<file path="config.mk">
export PLATFORM = sky130hd
export DESIGN_NAME = chunked_body_decoder
export DESIGN_NICKNAME = d
export VERILOG_FILES = /design/src/rtl/core/cbd_pkg.sv /design/src/rtl/core/cbd_size_parse.sv /design/src/rtl/core/chunked_body_decoder.sv
export SDC_FILE = /design/constraint.sdc
export NUM_CORES = 1
export LEC_CHECK = 0
export BUFFER_PORTS_ARGS = -buffer_cell sky130_fd_sc_hd__buf_2
export CORE_UTILIZATION = 45
export DETAILED_ROUTE_END_ITERATION = 8
export SYNTH_ARGS = -nofsm -noshare
export SYNTH_HDL_FRONTEND = slang
export SYNTH_SLANG_ARGS = --single-unit
</file>
<file path="constraint.sdc">
create_clock -name clk -period 3.6 [get_ports clk]
set_input_delay 0.54 -clock clk [delete_from_list [all_inputs] [get_ports clk]]
set_output_delay 0.54 -clock clk [all_outputs]
set_load 0.01 [all_outputs]
</file>
<file path="src/rtl/core/cbd_pkg.sv">
`timescale 1ns / 1ps
`default_nettype none

package cbd_pkg;

  localparam int SIZE_BITS_DEF = 31;

  localparam logic       MODE_STREAM  = 1'b0;
  localparam logic       MODE_RESTART = 1'b1;

  localparam logic [1:0] KIND_DATA  = 2'd0;
  localparam logic [1:0] KIND_END   = 2'd1;
  localparam logic [1:0] KIND_ERROR = 2'd2;

  localparam logic [7:0] CH_CR    = 8'h0d;
  localparam logic [7:0] CH_LF    = 8'h0a;
  localparam logic [7:0] CH_TAB   = 8'h09;
  localparam logic [7:0] CH_VT    = 8'h0b;
  localparam logic [7:0] CH_FF    = 8'h0c;
  localparam logic [7:0] CH_SPACE = 8'h20;
  localparam logic [7:0] CH_PLUS  = 8'h2b;
  localparam logic [7:0] CH_MINUS = 8'h2d;
  localparam logic [7:0] CH_ZERO  = 8'h30;
  localparam logic [7:0] CH_NINE  = 8'h39;
  localparam logic [7:0] CH_UA    = 8'h41;
  localparam logic [7:0] CH_UF    = 8'h46;
  localparam logic [7:0] CH_LA    = 8'h61;
  localparam logic [7:0] CH_LF_HEX = 8'h66;
  localparam logic [7:0] CH_UX    = 8'h58;
  localparam logic [7:0] CH_LX    = 8'h78;

  localparam logic [1:0] TRAILER_SKIP = 2'd2;

  typedef enum logic [2:0] {
    PH_SIZE  = 3'd0,
    PH_SKIP1 = 3'd1,
    PH_DATA  = 3'd2,
    PH_SKIP2 = 3'd3,
    PH_HALT  = 3'd4
  } phase_t;

  typedef enum logic [2:0] {
    PS_START  = 3'd0,
    PS_SIGNED = 3'd1,
    PS_ZERO   = 3'd2,
    PS_PREFIX = 3'd3,
    PS_DIGITS = 3'd4,
    PS_DONE   = 3'd5
  } pstep_t;

  typedef struct packed {
    pstep_t step;
    logic   negative;
  } parse_ctl_t;

  typedef struct packed {
    logic       mode;
    logic [7:0] in_byte;
  } in_t;

  typedef struct packed {
    logic [1:0]  out_kind;
    logic [7:0]  out_byte;
    logic [31:0] byte_total;
  } out_t;

endpackage

`default_nettype wire

</file>
<file path="src/rtl/core/cbd_size_parse.sv">
`timescale 1ns / 1ps
`default_nettype none

module cbd_size_parse #(
  parameter int SIZE_BITS = cbd_pkg::SIZE_BITS_DEF
) (
  input  wire cbd_pkg::parse_ctl_t ctl,
  input  wire [SIZE_BITS-1:0]      value,
  input  wire [7:0]                ch,
  output cbd_pkg::parse_ctl_t      ctl_next,
  output logic [SIZE_BITS-1:0]     value_next
);
  import cbd_pkg::*;

  logic                 is_dec;
  logic                 is_upper;
  logic                 is_lower;
  logic                 is_hex;
  logic                 is_blank;
  logic                 is_sign;
  logic                 is_x;
  logic [7:0]           diff;
  logic [3:0]           digit;
  logic [SIZE_BITS-1:0] added;

  always_comb begin
    is_dec   = (ch >= CH_ZERO) && (ch <= CH_NINE);
    is_upper = (ch >= CH_UA) && (ch <= CH_UF);
    is_lower = (ch >= CH_LA) && (ch <= CH_LF_HEX);
    is_hex   = is_dec || is_upper || is_lower;
    is_blank = (ch == CH_SPACE) || (ch == CH_TAB) || (ch == CH_VT) || (ch == CH_FF);
    is_sign  = (ch == CH_PLUS) || (ch == CH_MINUS);
    is_x     = (ch == CH_UX) || (ch == CH_LX);
    if (is_dec) begin
      diff = ch - CH_ZERO;
    end else if (is_upper) begin
      diff = ch - CH_UA + 8'd10;
    end else begin
      diff = ch - CH_LA + 8'd10;
    end
    digit = diff[3:0];
    // saturate when the top nibble would shift out
    if (value[SIZE_BITS-1 -: 4] != 4'd0) begin
      added = {SIZE_BITS{1'b1}};
    end else begin
      added = {value[SIZE_BITS-5:0], digit};
    end
  end

  always_comb begin
    ctl_next   = ctl;
    value_next = value;
    case (ctl.step)
      PS_START, PS_SIGNED: begin
        if ((ctl.step == PS_START) && is_blank) begin
          ctl_next = ctl;
        end else if ((ctl.step == PS_START) && is_sign) begin
          ctl_next.negative = (ch == CH_MINUS);
          ctl_next.step     = PS_SIGNED;
        end else if (ch == CH_ZERO) begin
          ctl_next.step = PS_ZERO;
        end else if (is_hex) begin
          value_next    = added;
          ctl_next.step = PS_DIGITS;
        end else begin
          ctl_next.step = PS_DONE;
        end
      end
      PS_ZERO: begin
        if (is_x) begin
          ctl_next.step = PS_PREFIX;
        end else if (is_hex) begin
          value_next    = added;
          ctl_next.step = PS_DIGITS;
        end else begin
          ctl_next.step = PS_DONE;
        end
      end
      PS_PREFIX, PS_DIGITS: begin
        if (is_hex) begin
          value_next    = added;
          ctl_next.step = PS_DIGITS;
        end else begin
          ctl_next.step = PS_DONE;
        end
      end
      default: begin
        ctl_next = ctl;
      end
    endcase
  end

endmodule

`default_nettype wire

</file>
<file path="src/rtl/core/chunked_body_decoder.sv">
`timescale 1ns / 1ps
`default_nettype none

// Chunked body decoder.
// item channel: one beat per received body byte (mode stream) or a restart
//   beat (mode restart) that returns the decoder to the start of a new body.
// result channel: one beat per payload byte, plus one end beat (body closed
//   by a zero size) or one error beat (negative size), each with the running
//   payload byte total. Size lines, the byte after each size line and the two
//   bytes after each chunk give no beat.
// Output: a result beat is registered; it is on result in the cycle after its item
//   beat is taken when the output register is free, else it waits in the skid register.
// Throughput: one item per cycle while item_stall is low.
// Stall: results queue in an output register plus one skid register; item_stall
//   goes high only while the skid register holds a beat, so the item side keeps
//   moving while one result waits.
// Reset: rst clears the decoder to the start of a size line, with a zero total,
//   and empties the output register and skid register.
// After an end or error beat, stream bytes are dropped until a restart beat.
module chunked_body_decoder #(
  parameter int SIZE_BITS = cbd_pkg::SIZE_BITS_DEF
) (
  input  wire                clk,
  input  wire                rst,
  input  wire                item_valid,
  output logic               item_stall,
  input  wire cbd_pkg::in_t  item,
  output logic               result_valid,
  input  wire                result_stall,
  output cbd_pkg::out_t      result
);
  import cbd_pkg::*;

  phase_t               phase;
  phase_t               phase_next;
  parse_ctl_t           pctl;
  parse_ctl_t           pctl_next;
  parse_ctl_t           pctl_upd;
  logic [SIZE_BITS-1:0] size_value;
  logic [SIZE_BITS-1:0] size_value_next;
  logic [SIZE_BITS-1:0] size_value_upd;
  logic [SIZE_BITS-1:0] bytes_left;
  logic [SIZE_BITS-1:0] bytes_left_next;
  logic [SIZE_BITS-1:0] bytes_dec;
  logic [1:0]           skip_left;
  logic [1:0]           skip_left_next;
  logic [1:0]           skip_dec;
  logic [31:0]          running_total;
  logic [31:0]          running_total_next;
  logic [31:0]          total_inc;

  logic                 accept;
  logic                 res_valid;
  out_t                 res;
  logic                 pop;
  logic                 skid_valid;
  out_t                 skid;

  cbd_size_parse #(
    .SIZE_BITS(SIZE_BITS)
  ) u_parse (
    .ctl       (pctl),
    .value     (size_value),
    .ch        (item.in_byte),
    .ctl_next  (pctl_upd),
    .value_next(size_value_upd)
  );

  assign item_stall = skid_valid;
  assign accept     = item_valid && !item_stall;
  assign pop        = result_valid && !result_stall;

  always_comb begin
    phase_next         = phase;
    pctl_next          = pctl;
    size_value_next    = size_value;
    bytes_left_next    = bytes_left;
    skip_left_next     = skip_left;
    running_total_next = running_total;
    res_valid          = 1'b0;
    res.out_kind       = KIND_DATA;
    res.out_byte       = 8'd0;
    res.byte_total     = running_total;
    total_inc = (running_total == 32'hffff_ffff) ? running_total : running_total + 32'd1;
    bytes_dec = (bytes_left != '0) ? bytes_left - SIZE_BITS'(1) : bytes_left;
    skip_dec  = (skip_left != 2'd0) ? skip_left - 2'd1 : skip_left;
    if (accept) begin
      if (item.mode == MODE_RESTART) begin
        phase_next         = PH_SIZE;
        pctl_next.step     = PS_START;
        pctl_next.negative = 1'b0;
        size_value_next    = '0;
        bytes_left_next    = '0;
        skip_left_next     = 2'd0;
        running_total_next = 32'd0;
      end else begin
        case (phase)
          PH_SIZE: begin
            if ((item.in_byte != CH_CR) && (item.in_byte != CH_LF)) begin
              pctl_next       = pctl_upd;
              size_value_next = size_value_upd;
            end else if (size_value == '0) begin
              phase_next   = PH_HALT;
              res_valid    = 1'b1;
              res.out_kind = KIND_END;
            end else if (pctl.negative) begin
              phase_next   = PH_HALT;
              res_valid    = 1'b1;
              res.out_kind = KIND_ERROR;
            end else begin
              bytes_left_next = size_value;
              phase_next      = PH_SKIP1;
            end
          end
          PH_SKIP1: begin
            phase_next = PH_DATA;
          end
          PH_DATA: begin
            running_total_next = total_inc;
            bytes_left_next    = bytes_dec;
            if (bytes_dec == '0) begin
              phase_next     = PH_SKIP2;
              skip_left_next = TRAILER_SKIP;
            end
            res_valid      = 1'b1;
            res.out_kind   = KIND_DATA;
            res.out_byte   = item.in_byte;
            res.byte_total = total_inc;
          end
          PH_SKIP2: begin
            skip_left_next = skip_dec;
            if (skip_dec == 2'd0) begin
              phase_next         = PH_SIZE;
              pctl_next.step     = PS_START;
              pctl_next.negative = 1'b0;
              size_value_next    = '0;
            end
          end
          default: begin
            phase_next = phase;
          end
        endcase
      end
    end
  end

  always_ff @(posedge clk) begin
    if (rst) begin
      phase         <= PH_SIZE;
      pctl.step     <= PS_START;
      pctl.negative <= 1'b0;
      size_value    <= '0;
      bytes_left    <= '0;
      skip_left     <= 2'd0;
      running_total <= 32'd0;
    end else begin
      phase         <= phase_next;
      pctl          <= pctl_next;
      size_value    <= size_value_next;
      bytes_left    <= bytes_left_next;
      skip_left     <= skip_left_next;
      running_total <= running_total_next;
    end
  end

  // output register with one skid entry
  always_ff @(posedge clk) begin
    if (rst) begin
      result_valid <= 1'b0;
      skid_valid   <= 1'b0;
    end else if (skid_valid) begin
      if (pop) begin
        skid_valid <= 1'b0;
      end
    end else if (!result_valid || pop) begin
      result_valid <= res_valid;
    end else if (res_valid) begin
      skid_valid <= 1'b1;
    end
  end

  always_ff @(posedge clk) begin
    if (skid_valid) begin
      if (pop) begin
        result <= skid;
      end
    end else if (!result_valid || pop) begin
      result <= res;
    end else if (res_valid) begin
      skid <= res;
    end
  end

  a_skid_needs_out: assert property (@(posedge clk) disable iff (rst)
    skid_valid |-> result_valid)
    else $error("skid entry held with empty output register");

  a_data_has_bytes: assert property (@(posedge clk) disable iff (rst)
    (phase == PH_DATA) |-> (bytes_left != '0))
    else $error("data phase with no bytes left");

  a_skip_only_trailer: assert property (@(posedge clk) disable iff (rst)
    (skip_left != 2'd0) |-> (phase == PH_SKIP2))
    else $error("trailer skip count outside trailer phase");

  a_halt_sticky: assert property (@(posedge clk) disable iff (rst)
    ((phase == PH_HALT) && !(accept && (item.mode == MODE_RESTART))) |=> (phase == PH_HALT))
    else $error("left halt without restart");

  a_result_kind: assert property (@(posedge clk) disable iff (rst)
    result_valid |-> ((result.out_kind == KIND_DATA) || (result.out_kind == KIND_END)
                      || (result.out_kind == KIND_ERROR)))
    else $error("bad result kind");

endmodule

`default_nettype wire
</file>
# Word-level counts from Yosys, hierarchy flattened

Index checks and enable logic that the tools add are counted.

Bitwise gates (word level): 2
Multiplexer cells: 65
$lt $le $gt $ge: 6
Eq/ne operators: 34
Add/subtract/negate cells: 8
Reductions and logical operators: 45

Operators by type and width:

| cell                                                                  | count |
|---|---|
| 31-bit two-way mux                                                    | 14 |
| 42-bit two-way mux                                                    | 5 |
| 31-bit one-hot mux with 2 select lines                                | 2 |
| 32-bit two-way mux                                                    | 3 |
| 31-bit one-hot mux with 3 select lines                                | 1 |
| 31-bit zero test                                                      | 2 |
| 40-bit two-way mux                                                    | 1 |
| 32-bit by 1-bit adder with 32-bit output, second input constant       | 1 |
| 32-bit == test, second input constant                                 | 1 |
| 8-bit by 6-bit == test with 1-bit output, second input constant       | 4 |
| 31-bit nonzero test                                                   | 1 |
| 31-bit by 1-bit subtractor with 31-bit output, second input constant  | 1 |
| 3-bit two-way mux                                                     | 9 |
| 8-bit by 4-bit == test with 1-bit output, second input constant       | 3 |
| 4-bit two-way mux                                                     | 6 |
| 3-bit != test, second input constant                                  | 7 |
| 8-bit by 7-bit == test with 1-bit output, second input constant       | 2 |
| 8-bit by 7-bit >= comparator with 1-bit output, second input constant | 2 |
| 8-bit by 7-bit <= comparator with 1-bit output, second input constant | 2 |
| 4-bit != test, second input constant                                  | 4 |
| 8-bit by 4-bit != test with 1-bit output, second input constant       | 2 |
| 2-bit two-way mux                                                     | 7 |
| 3-bit by 2-bit == test with 1-bit output, second input constant       | 4 |
| 1-bit two-way mux                                                     | 12 |
| other kinds (32)                                                      | 64 |

Register bits after elaboration: 189
Output and inout bits: 44

# Logic depth before layout (Yosys ltp)

Gate-level depths: netlist of run 1.

Word-level depth: 13
Depth in mapped cells: 13
Mapped depth without buffers: 10

# By module

A second synthesis of run 1 with hierarchy kept.

Cells, all modules: 1172
Area, all modules: 10471.3 sq um

Modules (own cells, without submodules):

| module               | instances | area each (sq um) | seq. area each (sq um) | cells an instance |
|---|---|---|---|---|
| chunked_body_decoder | 1         | 9451.6            | 4624.4                 | 1028 |
| cbd_size_parse       | 1         | 1019.7            | 0.0                    | 144 |

# Worst setup path after synthesis of run 1

No wires, ideal clock.

Path kind: reg2reg
From: register skid_valid (netlist: item_stall)
To: register result[0] (netlist bit), enable pin
Path slack: 0.280 ns
Arrival time: 2.860 ns
Buffers on the path: 2
Library setup time: 0.460 ns
Period minus slack after synthesis: 3.320 ns
Data required time: 3.140 ns
Stages on the path, launching flop included: 4
Cell sequence: dfxtp_1 > clkbuf_1 > clkbuf_1 > mux2i_1

Longest elaborated chain between the ends: 2
Elaborated cells between the ends (all ways): 3

Ends and longest elaborated chain:

| element                                                       | RTL line                    | source |
|---|---|---|
| from (decl)                                                   | chunked_body_decoder.sv:56  | `logic skid_valid;` |
| from (signal assigned)                                        | chunked_body_decoder.sv:170 | `skid_valid <= 1'b0;` |
| from (signal assigned)                                        | chunked_body_decoder.sv:173 | `skid_valid <= 1'b0;` |
| from (signal assigned)                                        | chunked_body_decoder.sv:178 | `skid_valid <= 1'b1;` |
| 2-bit != test (no line) or 2-bit nonzero test (tied branches) | --                          |  |
| 2-bit AND reduction (no line) (*)                             | --                          |  |
| to (signal assigned)                                          | chunked_body_decoder.sv:185 | `result <= skid;` |
| to (signal assigned)                                          | chunked_body_decoder.sv:188 | `result <= res;` |
| to (decl)                                                     | chunked_body_decoder.sv:30  | `output cbd_pkg::out_t result` |

Mark *: on every way between the ends. The rest lies on a longest branch, timed or not.
A chain may end at the register's enable or synchronous reset.

# Worst setup path after layout of run 1

From: register bytes_left[0]
To: register phase[2]

Longest elaborated chain between the ends: 5
Elaborated cells between the ends (all ways): 6

Ends and longest elaborated chain:

| element                                                                              | RTL line                    | source |
|---|---|---|
| from (decl)                                                                          | chunked_body_decoder.sv:42  | `logic [SIZE_BITS-1:0] bytes_left;` |
| from (signal assigned)                                                               | chunked_body_decoder.sv:160 | `bytes_left <= bytes_left_next;` |
| 31-bit by 1-bit subtractor with 31-bit output or 31-bit nonzero test (tied branches) | chunked_body_decoder.sv:85  | `bytes_dec = (bytes_left != '0) ? bytes_left - SIZE_BITS'(1) : bytes_left;` |
| 31-bit two-way mux (*)                                                               | chunked_body_decoder.sv:85  |  |
| 31-bit zero test (*)                                                                 | chunked_body_decoder.sv:121 | `if (bytes_dec == '0) begin` |
| 3-bit != test (no line) (*)                                                          | --                          |  |
| 5-bit AND reduction (no line) (*)                                                    | --                          |  |
| to (signal assigned)                                                                 | chunked_body_decoder.sv:157 | `phase <= phase_next;` |
| to (decl)                                                                            | chunked_body_decoder.sv:34  | `phase_t phase;` |

Marked as above.

==> metrics.md, run 1 <==
| Metric | Value |
|---|---|
| Outcome | `finished with violations` |
| Violations in the final reports | `DRC` |
| Effective utilization at floorplan | `roughly 46%` |
| Die extent in y | `between 150 and 200 um` |
| Unrepaired setup endpoints after global routing | `no` |
| Number of maximum-capacitance violations | `0` |
| Hold Violations, Final | `0` |
| Worst setup slack for register-to-register paths | `0.33 ns` |
| Row cnt | `54` |
| Vias in the first global route | `~7700` |
| Via count | `just over 8000` |
| Post-DP HPWL | `roughly 17 mm` |
| Clk Latency, worst-skew pair | `0.44 ns` |
| Fraction of the core area covered by cells at the end of the flow | `51.3%` |
| Maximum number of pins on one net before global-route repair | `62` |
| Hold buffers post-CTS | `0` |
| Number of buffers inserted during clock tree synthesis | `17` |
| Drt first pass iters | `7` |
| Final GP Congestion | `0.887` |
| Maximum number of buffers from clock root to sink | `2` |
| Max_slew headroom | `36.7%` |
| Synthesized flop and latch total | `189` |
| Biggest area consumer among synthesized cells | `sky130_fd_sc_hd__edfxtp_1` |
| Final total negative setup slack | `0 ns` |
| GRT Resource Usage Total | `21.5%` |
| Number of buffers inserted by port buffering | `56` |
| Global-route wire length before repair | `40.4 mm` |
| Power density cells | `414 mW/mm^2` |
| Number of I/O pins | `57` |
| CTS sink count | `189` |
| Worst hold path class | `input port to register` |
| Cell area after synthesis | `0.0101 mm^2` |
| Synthesized instance count | `1075` |
| WL per Instance | `17.7 um` |
| Portion of synthesized cell area occupied by the leading cell type | `approximately a quarter` |
| Antenna fix cells | `0` |
| Data required time of the critical path | `about 3.9 ns` |
| Drt drc | `8` |
| Crit path arrival time | `3.61 ns` |
| Placeable core region | `between 0.02 and 0.025 mm^2` |
| Area contributors post-synth | `sky130_fd_sc_hd__edfxtp_1, sky130_fd_sc_hd__dfxtp_1, sky130_fd_sc_hd__nor2_1` |
| Hold depth | `3` |
| Final cycle utilization of the critical path | `90.9%` |
| Area occupied by multi-input gates | `slightly above 0.005 mm^2` |
| HP Start | `result_stall` |
| Worst hold-check slack | `between 0.4 and 0.5 ns` |
| Maximum operating frequency | `306 MHz` |
| Final worst-path setup slack | `between 0.3 and 0.4 ns` |
| Startpoint of the lowest-slack register-to-register path | `bytes_left[0]` |
| Area of the die | `between 0.02 and 0.025 mm^2` |
| CTS clk-pin slew, worst paths | `roughly 0.070 ns` |
| Initial antenna violation count | `0` |
| Number of synthesis warnings | `0` |
| CP startpoint kind | `register` |
| FF-to-FF End | `phase[2]` |
| CTS Root Buffer Type | `sky130_fd_sc_hd__clkbuf_16` |
| Final-layout fill cell count | `2044` |
| Layout cell share with drive strength beyond 1 | `16.2%` |
| Share of synthesized flip-flops with an asynchronous set or reset | `0%` |
| Remaining global-route overflow | `0` |
| Transition time at the pin with the least slew margin | `0.937 ns` |
| Number of nets at the end of the flow | `roughly 1100` |
| Starting DRC count in detailed routing | `592` |
| Critical path class | `register to register` |
| Placed cell count | `roughly 1400` |
| Minimum period implied by the final worst setup slack | `3.27 ns` |
| H-tree levels | `4` |
| Destination of the worst hold path | `item_stall` |
| P&R area growth vs syn | `11.3%` |
| Net Count, Synth | `1096` |
| Remaining antenna violation count | `0` |
| Peak supply drop | `248 uV` |
| Leading register cell type out of synthesis | `sky130_fd_sc_hd__dfxtp_1` |
| Share of synthesized area occupied by flip-flops and latches | `45.7%` |
| Horizontal extent of the die | `152 um` |
| Worst clock skew | `about 0.018 ns` |
| Post-DR vias/cell | `5.85` |
| Post-Place Worst Slack | `0.353 ns` |
| Final setup fails | `0` |
| Synth unique cells | `between 70 and 80` |
| Leakage | `approximately 4.3 nW` |
| Max-slew violation total from the final report | `0` |
| Post-CTS repair timing setup buffer count | `0` |
| TritonCTS clock tree | `done` |
| Final standard cell count with taps included and fillers excluded | `1396` |
| Number of synthesized flops with an enable pin | `84` |
| Sequential standard cell area | `roughly 0.0046 mm^2` |
| Depth of the most critical reg-to-reg path | `10` |
| Element type at the critical path end | `register` |
| Average cell area after synthesis | `around 9.4 um^2` |
| Critical path fanouts, max | `8` |
| Total of cells resized after clock tree synthesis | `0` |
| Total wire length | `24.7 mm` |
-- cells by family (layout without fill, tap and decap cells) --
family,after synthesis,in the layout,share of synthesized area [%]
buffers and inverters,92,133,4.23
adders and majority gates,8,8,0.989
DFF,189,189,45.7
xor gates and xnor gates,43,43,3.72
AOI/OAI and AO/OA,284,284,19.0
muxes,46,46,5.01
and+or+nand+nor,413,413,21.4
-- registers in the layout (all words and copies together) (netlist names) --
signal / cells
size_value: 31
item_stall: 1
bytes_left: 31
pctl: 4
skid: 42
result_valid: 1
result: 42
skip_left: 2
phase: 3
running_total: 32
-- power breakdown --
| group | switching (W) | internal, W | leakage, nW | total (W) |
|---|---|---|---|---|
| clock network | 0.000915 | 0.000929 | 0.280 | 0.00184 |
| logic | 0.000338 | 0.000202 | 2.17 | 0.000540 |
| registers | 0.0000412 | 0.00224 | 1.85 | 0.00228 |
| total | 0.00129 | 0.00337 | 4.30 | 0.00467 |
-- critical path: stages (launching register included) --
cell and delay (ns):
sky130_fd_sc_hd__dfxtp_1 0.37, sky130_fd_sc_hd__inv_1 0.12, sky130_fd_sc_hd__ha_1 0.27, sky130_fd_sc_hd__or3b_2 0.53
sky130_fd_sc_hd__nor2_2 0.32, sky130_fd_sc_hd__nand4_1 0.19, sky130_fd_sc_hd__mux2_4 0.36, sky130_fd_sc_hd__a2111oi_4 0.33
sky130_fd_sc_hd__and4_4 0.30, sky130_fd_sc_hd__nand4b_1 0.12, sky130_fd_sc_hd__a221oi_2 0.26
-- through the flow --
stage / area (um^2) / power, W
6_report: 11300 / 0.00467
5_1_grt: 11300 / 0.00486
4_1_cts: 11300 / 0.00471
3_5_place_dp: 10700 / 0.00287
3_3_place_gp: 10700 / 0.00287
2_1_floorplan: 10100 / 0.00273
-- worst max-delay path by stage --
stage,start,slack (ns),cells after the start,end
4_1_cts,bytes_left[0],0.35,10,phase[2]
5_1_grt,bytes_left[1],0.16,12,phase[2]
6_report,bytes_left[0],0.33,10,phase[2]
2_1_floorplan,item_stall,0.28,3,result[0]
3_5_place_dp,bytes_left[0],0.35,10,phase[2]
3_3_place_gp,bytes_left[0],0.42,10,phase[2]
-- synth_stat cells (3+ instances only) --
cell and instances:
sky130_fd_sc_hd__o211ai_1 27, sky130_fd_sc_hd__a311oi_1 16, sky130_fd_sc_hd__a32o_1 4, sky130_fd_sc_hd__ha_1 8, sky130_fd_sc_hd__xor2_1 26, sky130_fd_sc_hd__mux2_2 33
sky130_fd_sc_hd__nand3_1 29, sky130_fd_sc_hd__inv_1 14, sky130_fd_sc_hd__buf_6 4, sky130_fd_sc_hd__a22oi_1 24, sky130_fd_sc_hd__nor3b_1 3, sky130_fd_sc_hd__and2_1 6
sky130_fd_sc_hd__a31oi_1 9, sky130_fd_sc_hd__a21oi_1 75, sky130_fd_sc_hd__nand3b_1 3, sky130_fd_sc_hd__nor3_1 29, sky130_fd_sc_hd__mux2i_1 12, sky130_fd_sc_hd__or2_2 3
sky130_fd_sc_hd__nor4_1 22, sky130_fd_sc_hd__nor4_2 4, sky130_fd_sc_hd__or4_1 6, sky130_fd_sc_hd__nor2b_1 7, sky130_fd_sc_hd__a21o_1 10, sky130_fd_sc_hd__nand4_1 15
sky130_fd_sc_hd__o41ai_1 6, sky130_fd_sc_hd__nand2_1 75, sky130_fd_sc_hd__nor4b_1 4, sky130_fd_sc_hd__nand2b_1 35, sky130_fd_sc_hd__o31ai_1 9, sky130_fd_sc_hd__clkbuf_1 60
sky130_fd_sc_hd__dfxtp_1 105, sky130_fd_sc_hd__o2111ai_1 3, sky130_fd_sc_hd__and4_1 6, sky130_fd_sc_hd__a211oi_1 24, sky130_fd_sc_hd__buf_4 5, sky130_fd_sc_hd__or3_1 11
sky130_fd_sc_hd__o21ai_0 51, sky130_fd_sc_hd__and3_1 17, sky130_fd_sc_hd__edfxtp_1 84, sky130_fd_sc_hd__buf_2 3, sky130_fd_sc_hd__o211a_1 3, sky130_fd_sc_hd__xnor2_1 17
sky130_fd_sc_hd__nor2_1 120
-- layout by cell type, fill, tap and decap left out, drive strengths merged, types with 8 or more instances in the layout --
cell | synthesis | routed
or3 | 12 | 12
a31oi | 9 | 9
and3 | 17 | 17
or4 | 8 | 8
a211oi | 24 | 24
nand4 | 15 | 15
nand3 | 29 | 29
mux2i | 12 | 12
clkbuf | 62 | 18
inv | 14 | 20
o211ai | 27 | 27
nand2b | 35 | 35
a22oi | 25 | 25
a311oi | 16 | 16
nand2 | 76 | 76
mux2 | 34 | 34
nor4 | 27 | 27
edfxtp | 84 | 84
a21o | 10 | 10
ha | 8 | 8
xor2 | 26 | 26
buf | 14 | 87
xnor2 | 17 | 17
nor2 | 121 | 121
dfxtp | 105 | 105
o21ai | 51 | 51
a21oi | 75 | 75
o31ai | 9 | 9
and2 | 8 | 8
nor3 | 29 | 29
-- cell type report --
| type | count | area share, % |
|---|---|---|
| timing repair buffer | 87 | 4.91 |
| tap | 280 | 3.11 |
| multi-input combinational | 794 | 45.3 |
| clock buffer | 18 | 3.81 |
| sequential | 189 | 41.1 |
| inverter | 14 | 0.466 |
| clock inverter | 14 | 1.37 |
-- per-layer routing --
layer,routed length (um),up-vias,GRT usage [%]
met1,11800,3904,28.9
met5,0,-,0
li1,-,4083,-
met2,11700,152,35.4
met3,681,27,2.94
met4,492,0,7.92
No activity file was read; power rests on OpenSTA's default activity.
==> run 2: changes to the inputs <==
--- a/config.mk
+++ b/config.mk
@@ -6,8 +6,11 @@
 export NUM_CORES = 1
 export LEC_CHECK = 0
 export BUFFER_PORTS_ARGS = -buffer_cell sky130_fd_sc_hd__buf_2
+export CELL_PAD_IN_SITES_DETAIL_PLACEMENT = 1
+export CELL_PAD_IN_SITES_GLOBAL_PLACEMENT = 1
 export CORE_UTILIZATION = 45
 export DETAILED_ROUTE_END_ITERATION = 8
+export PLACE_DENSITY = 0.72
 export SYNTH_ARGS = -nofsm -noshare
 export SYNTH_HDL_FRONTEND = slang
 export SYNTH_SLANG_ARGS = --single-unit
==> run 2 against run 1 <==
  * The run still ends with DRC left
  * Clock skew is 0.0065 ns lower
  * Clock-buffer cell count stayed put
  * Sequential cell count stayed put
  * Combinational power is 2% higher
  * Register-to-register slack worse by 0.03 ns
  * Non-clock buffer count is 1 lower
  * Cell count hardly changed
  * Sequential power hardly changed
  * Via count is 3.1% higher
  * Largest power group unchanged
==> metrics.md, run 2 (same netlist as run 1, synthesis figures left out) <==
| Metric | Value |
|---|---|
| Outcome | `finished with violations` |
| Violations in the final reports | `DRC` |
| Die extent in y | `152 um (unchanged)` |
| Global-route wire length before repair | `46.5 mm (+15%)` |
| Total of cells resized after clock tree synthesis | `0 (unchanged)` |
| Commonest cells after routing, fill and taps aside | `sky130_fd_sc_hd__nor2_1, sky130_fd_sc_hd__dfxtp_1, sky130_fd_sc_hd__edfxtp_1, sky130_fd_sc_hd__nand2_1, sky130_fd_sc_hd__a21oi_1` |
| Maximum operating frequency | `303 MHz (-0.93%)` |
| Number of buffers inserted during clock tree synthesis | `17 (unchanged)` |
| Placed cell count | `1363 (-0.073%)` |
| Worst hold path class | `input port to register` |
| Startpoint of the lowest-slack register-to-register path | `bytes_left[0]` |
| Drt first pass iters | `6 (-1)` |
| Critical path fanouts, max | `8 (unchanged)` |
| Depth of the most critical reg-to-reg path | `10 (unchanged)` |
| Layout cell share with drive strength beyond 1 | `16.2% (about the same)` |
| Max stage delay cell, worst path | `sky130_fd_sc_hd__or3b_2` |
| CP startpoint kind | `register` |
| H-tree levels | `4 (unchanged)` |
| Worst setup slack for register-to-register paths | `0.30 ns (-0.03 ns)` |
| Number of buffers inserted by port buffering | `56 (unchanged)` |
| CTS sink count | `189 (unchanged)` |
| CTS clk-pin slew, worst paths | `0.08 ns (about the same)` |
| Cell family with most CP delay | `simple AND/OR/NAND/NOR gates` |
| Initial antenna violation count | `0 (unchanged)` |
| Worst clock skew | `0.0112 ns (-0.00647 ns)` |
| Leakage | `4.30 nW (about the same)` |
| GRT Resource Usage Total | `25.1% (+3.5 points)` |
| HP Start | `result_stall` |
| Remaining global-route overflow | `0 (unchanged)` |
| Critical path class | `register to register` |
| Vias in the first global route | `8508 (+11%)` |
| Largest registers in the final layout | `result x42, skid x42, running_total x32` |
| Max-slew violation total from the final report | `0 (unchanged)` |
| Most common cell after layout, fill and taps aside | `sky130_fd_sc_hd__nor2_1` |
| Final setup fails | `0 (unchanged)` |
| Peak supply drop | `290 uV (+17%)` |
| Antenna fix cells | `0 (unchanged)` |
| Placeable core region | `0.0220 mm^2 (unchanged)` |
| CTS Root Buffer Type | `sky130_fd_sc_hd__clkbuf_16` |
| Area of the die | `0.0231 mm^2 (unchanged)` |
| Destination of the worst hold path | `item_stall` |
| Crit path arrival time | `3.66 ns (+0.05 ns)` |
| Final total negative setup slack | `0 ns (unchanged)` |
| Minimum period implied by the final worst setup slack | `3.30 ns (+0.0308 ns)` |
| Starting DRC count in detailed routing | `477 (-19%)` |
| Maximum number of buffers from clock root to sink | `2 (unchanged)` |
| Final standard cell count with taps included and fillers excluded | `1395 (-0.072%)` |
| Drt drc | `15 (+7)` |
| Crit path buffers/inverters | `1 (unchanged)` |
| Maximum number of pins on one net before global-route repair | `64 (+3.2%)` |
| Number of nets at the end of the flow | `1123 (-0.089%)` |
| Data required time of the critical path | `3.96 ns (+0.02 ns)` |
| Final cycle utilization of the critical path | `91.7% (+0.86 points)` |
| Transition time at the pin with the least slew margin | `0.958 ns (+0.0211 ns)` |
| Post-DR vias/cell | `6.04 (+3.2%)` |
| P&R area growth vs syn | `11.4%` |
| Area occupied by multi-input gates | `0.00510 mm^2 (unchanged)` |
| Final GP Congestion | `0.869 (-2.0%)` |
| Sequence of cells on the critical path | `inv_1, ha_1, or3b_2, nor2_2, nand4_1, mux2_4, a2111oi_4, and4_4, nand4b_1, a221oi_2` |
| Horizontal extent of the die | `152 um (unchanged)` |
| Row cnt | `54 (unchanged)` |
| Hold depth | `3 (unchanged)` |
| Element type at the critical path end | `register` |
| Total wire length | `28.2 mm (+14%)` |
| Via count | `8421 (+3.1%)` |
| Final-layout fill cell count | `2510 (+23%)` |
| Finished layout cell area | `0.0113 mm^2 (+0.11%)` |
| Post-DP HPWL | `19.5 mm (+14%)` |
| Number of I/O pins | `57 (unchanged)` |
| Max_slew headroom | `35.3% (-1.4 points)` |
| Clk Latency, worst-skew pair | `0.44 ns (about the same)` |
| Unrepaired setup endpoints after global routing | `no` |
| Effective utilization at floorplan | `46.1% (unchanged)` |
| Overall power | `0.00477 W (+2.1%)` |
| Number of maximum-capacitance violations | `0 (unchanged)` |
| FF-to-FF End | `phase[2]` |
| Hold buffers post-CTS | `0 (unchanged)` |
| Power density cells | `423 mW/mm^2 (+2.0%)` |
| Hold Violations, Final | `0 (unchanged)` |
| WL per Instance | `20.2 um (+14%)` |
| Post-CTS repair timing setup buffer count | `0 (unchanged)` |
| Sequential standard cell area | `0.00463 mm^2 (unchanged)` |
| Area after DPL | `0.0107 mm^2 (about the same)` |
| Remaining antenna violation count | `0 (unchanged)` |
| Delay contributed by the slowest stage of the critical path | `0.54 ns (about the same)` |
| TritonCTS clock tree | `done` |
## run 2: cell types whose count changed in the layout (fill, tap and decap cells not counted)
cell / previous run / this run
sky130_fd_sc_hd__buf_4: 29 / 28
sky130_fd_sc_hd__clkinv_1: 1 / 0
sky130_fd_sc_hd__clkinv_4: 2 / 1
sky130_fd_sc_hd__clkinv_8: 4 / 5
sky130_fd_sc_hd__inv_12: 0 / 1
## run 2: how the worst max path moves through the flow
stage              startpoint         to  slack [ns]  cells past startpoint
3_5_place_dp    bytes_left[0]   phase[2]        0.35                     10
3_3_place_gp    bytes_left[0]   phase[2]        0.39                     12
5_1_grt         bytes_left[0]   phase[0]        0.07                     10
6_report        bytes_left[0]   phase[2]        0.30                     10
2_1_floorplan      item_stall  result[0]        0.28                      3
4_1_cts        bytes_left[15]   phase[2]        0.30                      8
## run 2: area by class of cell
cell class                 instances  area share [%]
timing repair buffer              86            4.84
tap                              280            3.11
clock buffer                      18            3.81
multi-input combinational        794            45.2
inverter                          14           0.466
clock inverter                    14            1.54
sequential                       189            41.0
## run 2: worst register-to-register path, stage by stage (launching register included)
cell and delay, ns:
sky130_fd_sc_hd__dfxtp_1 0.39, sky130_fd_sc_hd__inv_1 0.13, sky130_fd_sc_hd__ha_1 0.28, sky130_fd_sc_hd__or3b_2 0.54, sky130_fd_sc_hd__nor2_2 0.34, sky130_fd_sc_hd__nand4_1 0.19, sky130_fd_sc_hd__mux2_4 0.35, sky130_fd_sc_hd__a2111oi_4 0.32
sky130_fd_sc_hd__and4_4 0.30, sky130_fd_sc_hd__nand4b_1 0.13, sky130_fd_sc_hd__a221oi_2 0.25
## run 2: metal layers
metal	global-route usage (%)	wire, um	vias to the layer above
met5	0	0	-
met4	8.41	600	0
met3	3.14	789	38
met2	43.5	14100	136
met1	32.3	12700	4180
li1	-	-	4067
## run 2: metrics by stage
stage / utilization [%] / setup WS, ns / hold WS [ns]
2_1_floorplan: - / 0.280 / 0.460
5_1_grt: 51.4 / 0.0717 / 0.495
4_1_cts: 51.4 / 0.296 / 0.476
3_3_place_gp: 48.6 / 0.392 / 0.491
6_report: 51.4 / 0.298 / 0.498
3_5_place_dp: 48.6 / 0.350 / 0.501
## run 2: power by group
part / leakage (nW) / switching [W] / total (W) / internal, W
registers: 1.85 / 0.0000422 / 0.00228 / 0.00224
clock network: 0.288 / 0.000982 / 0.00193 / 0.000945
logic: 2.16 / 0.000351 / 0.000553 / 0.000203
total: 4.30 / 0.00137 / 0.00477 / 0.00339
==> run 3: changes to the inputs <==
--- a/config.mk
+++ b/config.mk
@@ -6,11 +6,14 @@
 export NUM_CORES = 1
 export LEC_CHECK = 0
 export BUFFER_PORTS_ARGS = -buffer_cell sky130_fd_sc_hd__buf_2
+export CAP_MARGIN = 20
 export CELL_PAD_IN_SITES_DETAIL_PLACEMENT = 1
 export CELL_PAD_IN_SITES_GLOBAL_PLACEMENT = 1
 export CORE_UTILIZATION = 45
 export DETAILED_ROUTE_END_ITERATION = 8
 export PLACE_DENSITY = 0.72
+export SLEW_MARGIN = 10
 export SYNTH_ARGS = -nofsm -noshare
 export SYNTH_HDL_FRONTEND = slang
+export SYNTH_HIERARCHICAL = 1
 export SYNTH_SLANG_ARGS = --single-unit
==> run 3 against run 2 <==
  * The flow now finishes without violations
  * Sequential power hardly changed
  * Clock skew up 0.00092 ns
  * Combinational power fell by 23%
  * Clock-buffer cell count did not move
  * Sequential share of layout area is 1.6 points lower
  * Largest power group unchanged
  * Highest routed layer unchanged
==> metrics.md, run 3 <==
| Metric | Value |
|---|---|
| Most common cell after layout, fill and taps aside | `sky130_fd_sc_hd__nor2_1` |
| Net Count, Synth | `1192 (+8.8%)` |
| Maximum number of pins on one net before global-route repair | `73 (+14%)` |
| Portion of synthesized cell area occupied by the leading cell type | `24.1% (-0.83 points)` |
| Max stage delay cell, worst path | `sky130_fd_sc_hd__or4_4` |
| Critical path class | `register to register` |
| CTS Root Buffer Type | `sky130_fd_sc_hd__clkbuf_16` |
| Total wire length | `29.2 mm (+3.4%)` |
| Number of I/O pins | `57 (unchanged)` |
| Sequence of cells on the critical path | `inv_1, ha_1, nor3b_1, nand4_2, or4_4, o31ai_4, nand3_1, or4_4, o31a_1` |
| Area occupied by multi-input gates | `0.00540 mm^2 (+5.9%)` |
| Max_slew headroom | `40.4% (+5.1 points)` |
| Sequential standard cell area | `0.00462 mm^2 (about the same)` |
| Power density cells | `399 mW/mm^2 (-5.5%)` |
| Vias in the first global route | `9101 (+7.0%)` |
| Cell family with most CP delay | `simple AND/OR/NAND/NOR gates` |
| Post-DP HPWL | `20.0 mm (+2.8%)` |
| Final cycle utilization of the critical path | `92.2% (+0.49 points)` |
| Number of buffers inserted during clock tree synthesis | `17 (unchanged)` |
| Antenna fix cells | `0 (unchanged)` |
| Drt first pass iters | `4 (-2)` |
| Unrepaired setup endpoints after global routing | `no` |
| Number of synthesis warnings | `6 (+6)` |
| Remaining global-route overflow | `0 (unchanged)` |
| CP startpoint kind | `register` |
| CTS clk-pin slew, worst paths | `0.07 ns (about the same)` |
| Switching fraction of total power | `27.3% (-1.5 points)` |
| Cell area after synthesis | `0.0105 mm^2 (+3.5%)` |
| Post-DR vias/cell | `5.95 (-1.5%)` |
| Effective utilization at floorplan | `46.1% (about the same)` |
| Final-layout fill cell count | `2620 (+4.4%)` |
| Number of buffers inserted by port buffering | `56 (unchanged)` |
| Hold buffers post-CTS | `0 (unchanged)` |
| Largest registers in the final layout | `result x42, skid x42, running_total x32` |
| Die extent in y | `155 um (+1.7%)` |
| Worst clock skew | `0.0121 ns (+0.000920 ns)` |
| Cell repeated most along the worst path | `sky130_fd_sc_hd__or4_4` |
| Net switching power of the design | `0.00128 W (-6.9%)` |
| TritonCTS clock tree | `done` |
| Count leader, synth | `sky130_fd_sc_hd__nor2_1` |
| Final total negative setup slack | `0 ns (unchanged)` |
| Row cnt | `55 (+1.9%)` |
| Leakage | `4.49 nW (+4.3%)` |
| Total of cells resized after clock tree synthesis | `0 (unchanged)` |
| Hold Violations, Final | `0 (unchanged)` |
| Maximum operating frequency | `301 MHz (-0.54%)` |
| Worst setup slack for register-to-register paths | `0.28 ns (-0.02 ns)` |
| Final GP Congestion | `0.865 (-0.56%)` |
| Number of maximum-capacitance violations | `0 (unchanged)` |
| Horizontal extent of the die | `155 um (+1.7%)` |
| Number of synthesized flops with an enable pin | `84 (unchanged)` |
| Final setup fails | `0 (unchanged)` |
| Peak supply drop | `267 uV (-8.1%)` |
| Transition time at the pin with the least slew margin | `0.891 ns (-0.0667 ns)` |
| Post-CTS repair timing setup buffer count | `0 (unchanged)` |
| Biggest area consumer among synthesized cells | `sky130_fd_sc_hd__edfxtp_1` |
| Max-slew violation total from the final report | `0 (unchanged)` |
| Share of synthesized area occupied by flip-flops and latches | `44.2% (-1.5 points)` |
| Number of nets at the end of the flow | `1224 (+9.0%)` |
| Initial antenna violation count | `0 (unchanged)` |
| Maximum number of buffers from clock root to sink | `2 (unchanged)` |
| Data required time of the critical path | `3.93 ns (-0.03 ns)` |
| Internal power component | `0.00340 W (+0.28%)` |
| Critical path fanouts, max | `6 (-2)` |
| Clk Latency, worst-skew pair | `0.45 ns (about the same)` |
| Minimum period implied by the final worst setup slack | `3.32 ns (+0.0178 ns)` |
| Global-route wire length before repair | `48.2 mm (+3.6%)` |
| Drt drc | `0 (-15)` |
| CTS sink count | `189 (unchanged)` |
| Worst hold-check slack | `0.446 ns (-0.0520 ns)` |
| Element type at the critical path end | `register` |
| Clock Power Share | `42.5% (+2.1 points)` |
| Synth unique cells | `81 (+3.8%)` |
| Starting DRC count in detailed routing | `444 (-6.9%)` |
| Top post-synthesis cells by count | `sky130_fd_sc_hd__nor2_1, sky130_fd_sc_hd__nand2_1, sky130_fd_sc_hd__dfxtp_1` |
| Crit path buffers/inverters | `1 (unchanged)` |
| Share of total power in combinational logic | `9.1% (-2.5 points)` |
| Average cell area after synthesis | `8.93 um^2 (-5.1%)` |
| WL per Instance | `19.4 um (-4.0%)` |
| Area of the die | `0.0239 mm^2 (+3.4%)` |
| Leading register cell type out of synthesis | `sky130_fd_sc_hd__dfxtp_1` |
| Worst hold path class | `input port to register` |
| Placeable core region | `0.0227 mm^2 (+3.4%)` |
| Crit path arrival time | `3.65 ns (about the same)` |
| GRT Resource Usage Total | `25.3% (+0.20 points)` |
| Via count | `8930 (+6.0%)` |
| Remaining antenna violation count | `0 (unchanged)` |
| Layout cell share with drive strength beyond 1 | `16.1% (-0.13 points)` |
| Area contributors post-synth | `sky130_fd_sc_hd__edfxtp_1, sky130_fd_sc_hd__dfxtp_1, sky130_fd_sc_hd__nor2_1` |
| P&R area growth vs syn | `11.9%` |
| Synthesized instance count | `1172 (+9.0%)` |
| Delay contributed by the slowest stage of the critical path | `0.60 ns (+0.06 ns)` |
| Share of synthesized flip-flops with an asynchronous set or reset | `0% (unchanged)` |
| Synthesized flop and latch total | `189 (unchanged)` |
| H-tree levels | `4 (unchanged)` |
| Part of the total power dissipated in sequential elements | `48.4% (+0.5 points)` |
| Outcome | `complete, no violations` |
| Commonest cells after routing, fill and taps aside | `sky130_fd_sc_hd__nor2_1, sky130_fd_sc_hd__nand2_1, sky130_fd_sc_hd__dfxtp_1, sky130_fd_sc_hd__a21oi_1, sky130_fd_sc_hd__edfxtp_1` |
==> run 3: changes by cell type in the layout (fill, tap and decap cells not counted), sizes merged, moves of 16 or more <==
cell,delta
inv,+25
a22oi,-25
nand2b,-25
nand2,+36
nor2,+56
a21oi,+16
o211ai,-23
==> run 3: tightest hold or removal path, stage by stage <==
cell and delay (ns):
sky130_fd_sc_hd__buf_2 0.09, sky130_fd_sc_hd__o21ai_0 0.07, sky130_fd_sc_hd__a21oi_1 0.15
==> run 3: area by class of cell <==
cell class | count | share of cell area (%)
clock buffers | 18 | 3.66
clock inverters | 14 | 1.63
inverters | 39 | 1.25
multi-input cells | 868 | 46.1
flip-flops and latches | 189 | 39.5
well taps | 285 | 3.04
repair buffers | 89 | 4.85
==> run 3: final timing paths <==
check	startpoint	end	cells past startpoint
max	bytes_left[0]	skip_left[0]	9
min	result_stall	result_valid	3
max reg2reg	bytes_left[0]	skip_left[0]	9
min reg2reg	bytes_left[21]	bytes_left[21]	2
==> run 3: per-layer routing <==
layer	wire length, um	share of wire, %	global-route usage, %
met5	0	0	0
met1	13200	45	31.7
met4	716	2.5	8.96
met2	14600	50	44.9
met3	703	2.4	2.86
==> run 3: logic make-up after synthesis <==
logic type | count (synthesis) | synth area share (%)
mux | 65 | 7.10
fa+ha+maj | 7 | 0.836
xor+xnor | 42 | 3.51
buf+inv | 115 | 4.58
simple gates | 500 | 23.5
flops | 189 | 44.2
compound gates | 254 | 16.3
==> run 3: power by group through the flow <==
| stage | sequential, W | combinational [W] | clock (W) |
|---|---|---|---|
| 3_5_place_dp | 0.00232 | 0.000423 | 0 |
| 4_1_cts | 0.00227 | 0.000427 | 0.00203 |
| 5_1_grt | 0.00227 | 0.000469 | 0.00210 |
| 6_report | 0.00227 | 0.000426 | 0.00199 |
| 3_3_place_gp | 0.00232 | 0.000418 | 0 |
| 2_1_floorplan | 0.00230 | 0.000311 | 0 |
==> run 3: stage by stage <==
stage | total power, W | instances | instance area, um^2 | util, % | worst slack (ns)
6_report | 0.00468 | 1502 | 11700 | 51.6 | 0.280
2_1_floorplan | 0.00261 | 1172 | 10500 | - | 0.245
4_1_cts | 0.00472 | 1501 | 11700 | 51.5 | 0.277
5_1_grt | 0.00484 | 1502 | 11700 | 51.6 | 0.0952
3_3_place_gp | 0.00273 | 1469 | 11100 | 48.8 | 0.429
3_5_place_dp | 0.00274 | 1469 | 11100 | 48.8 | 0.305
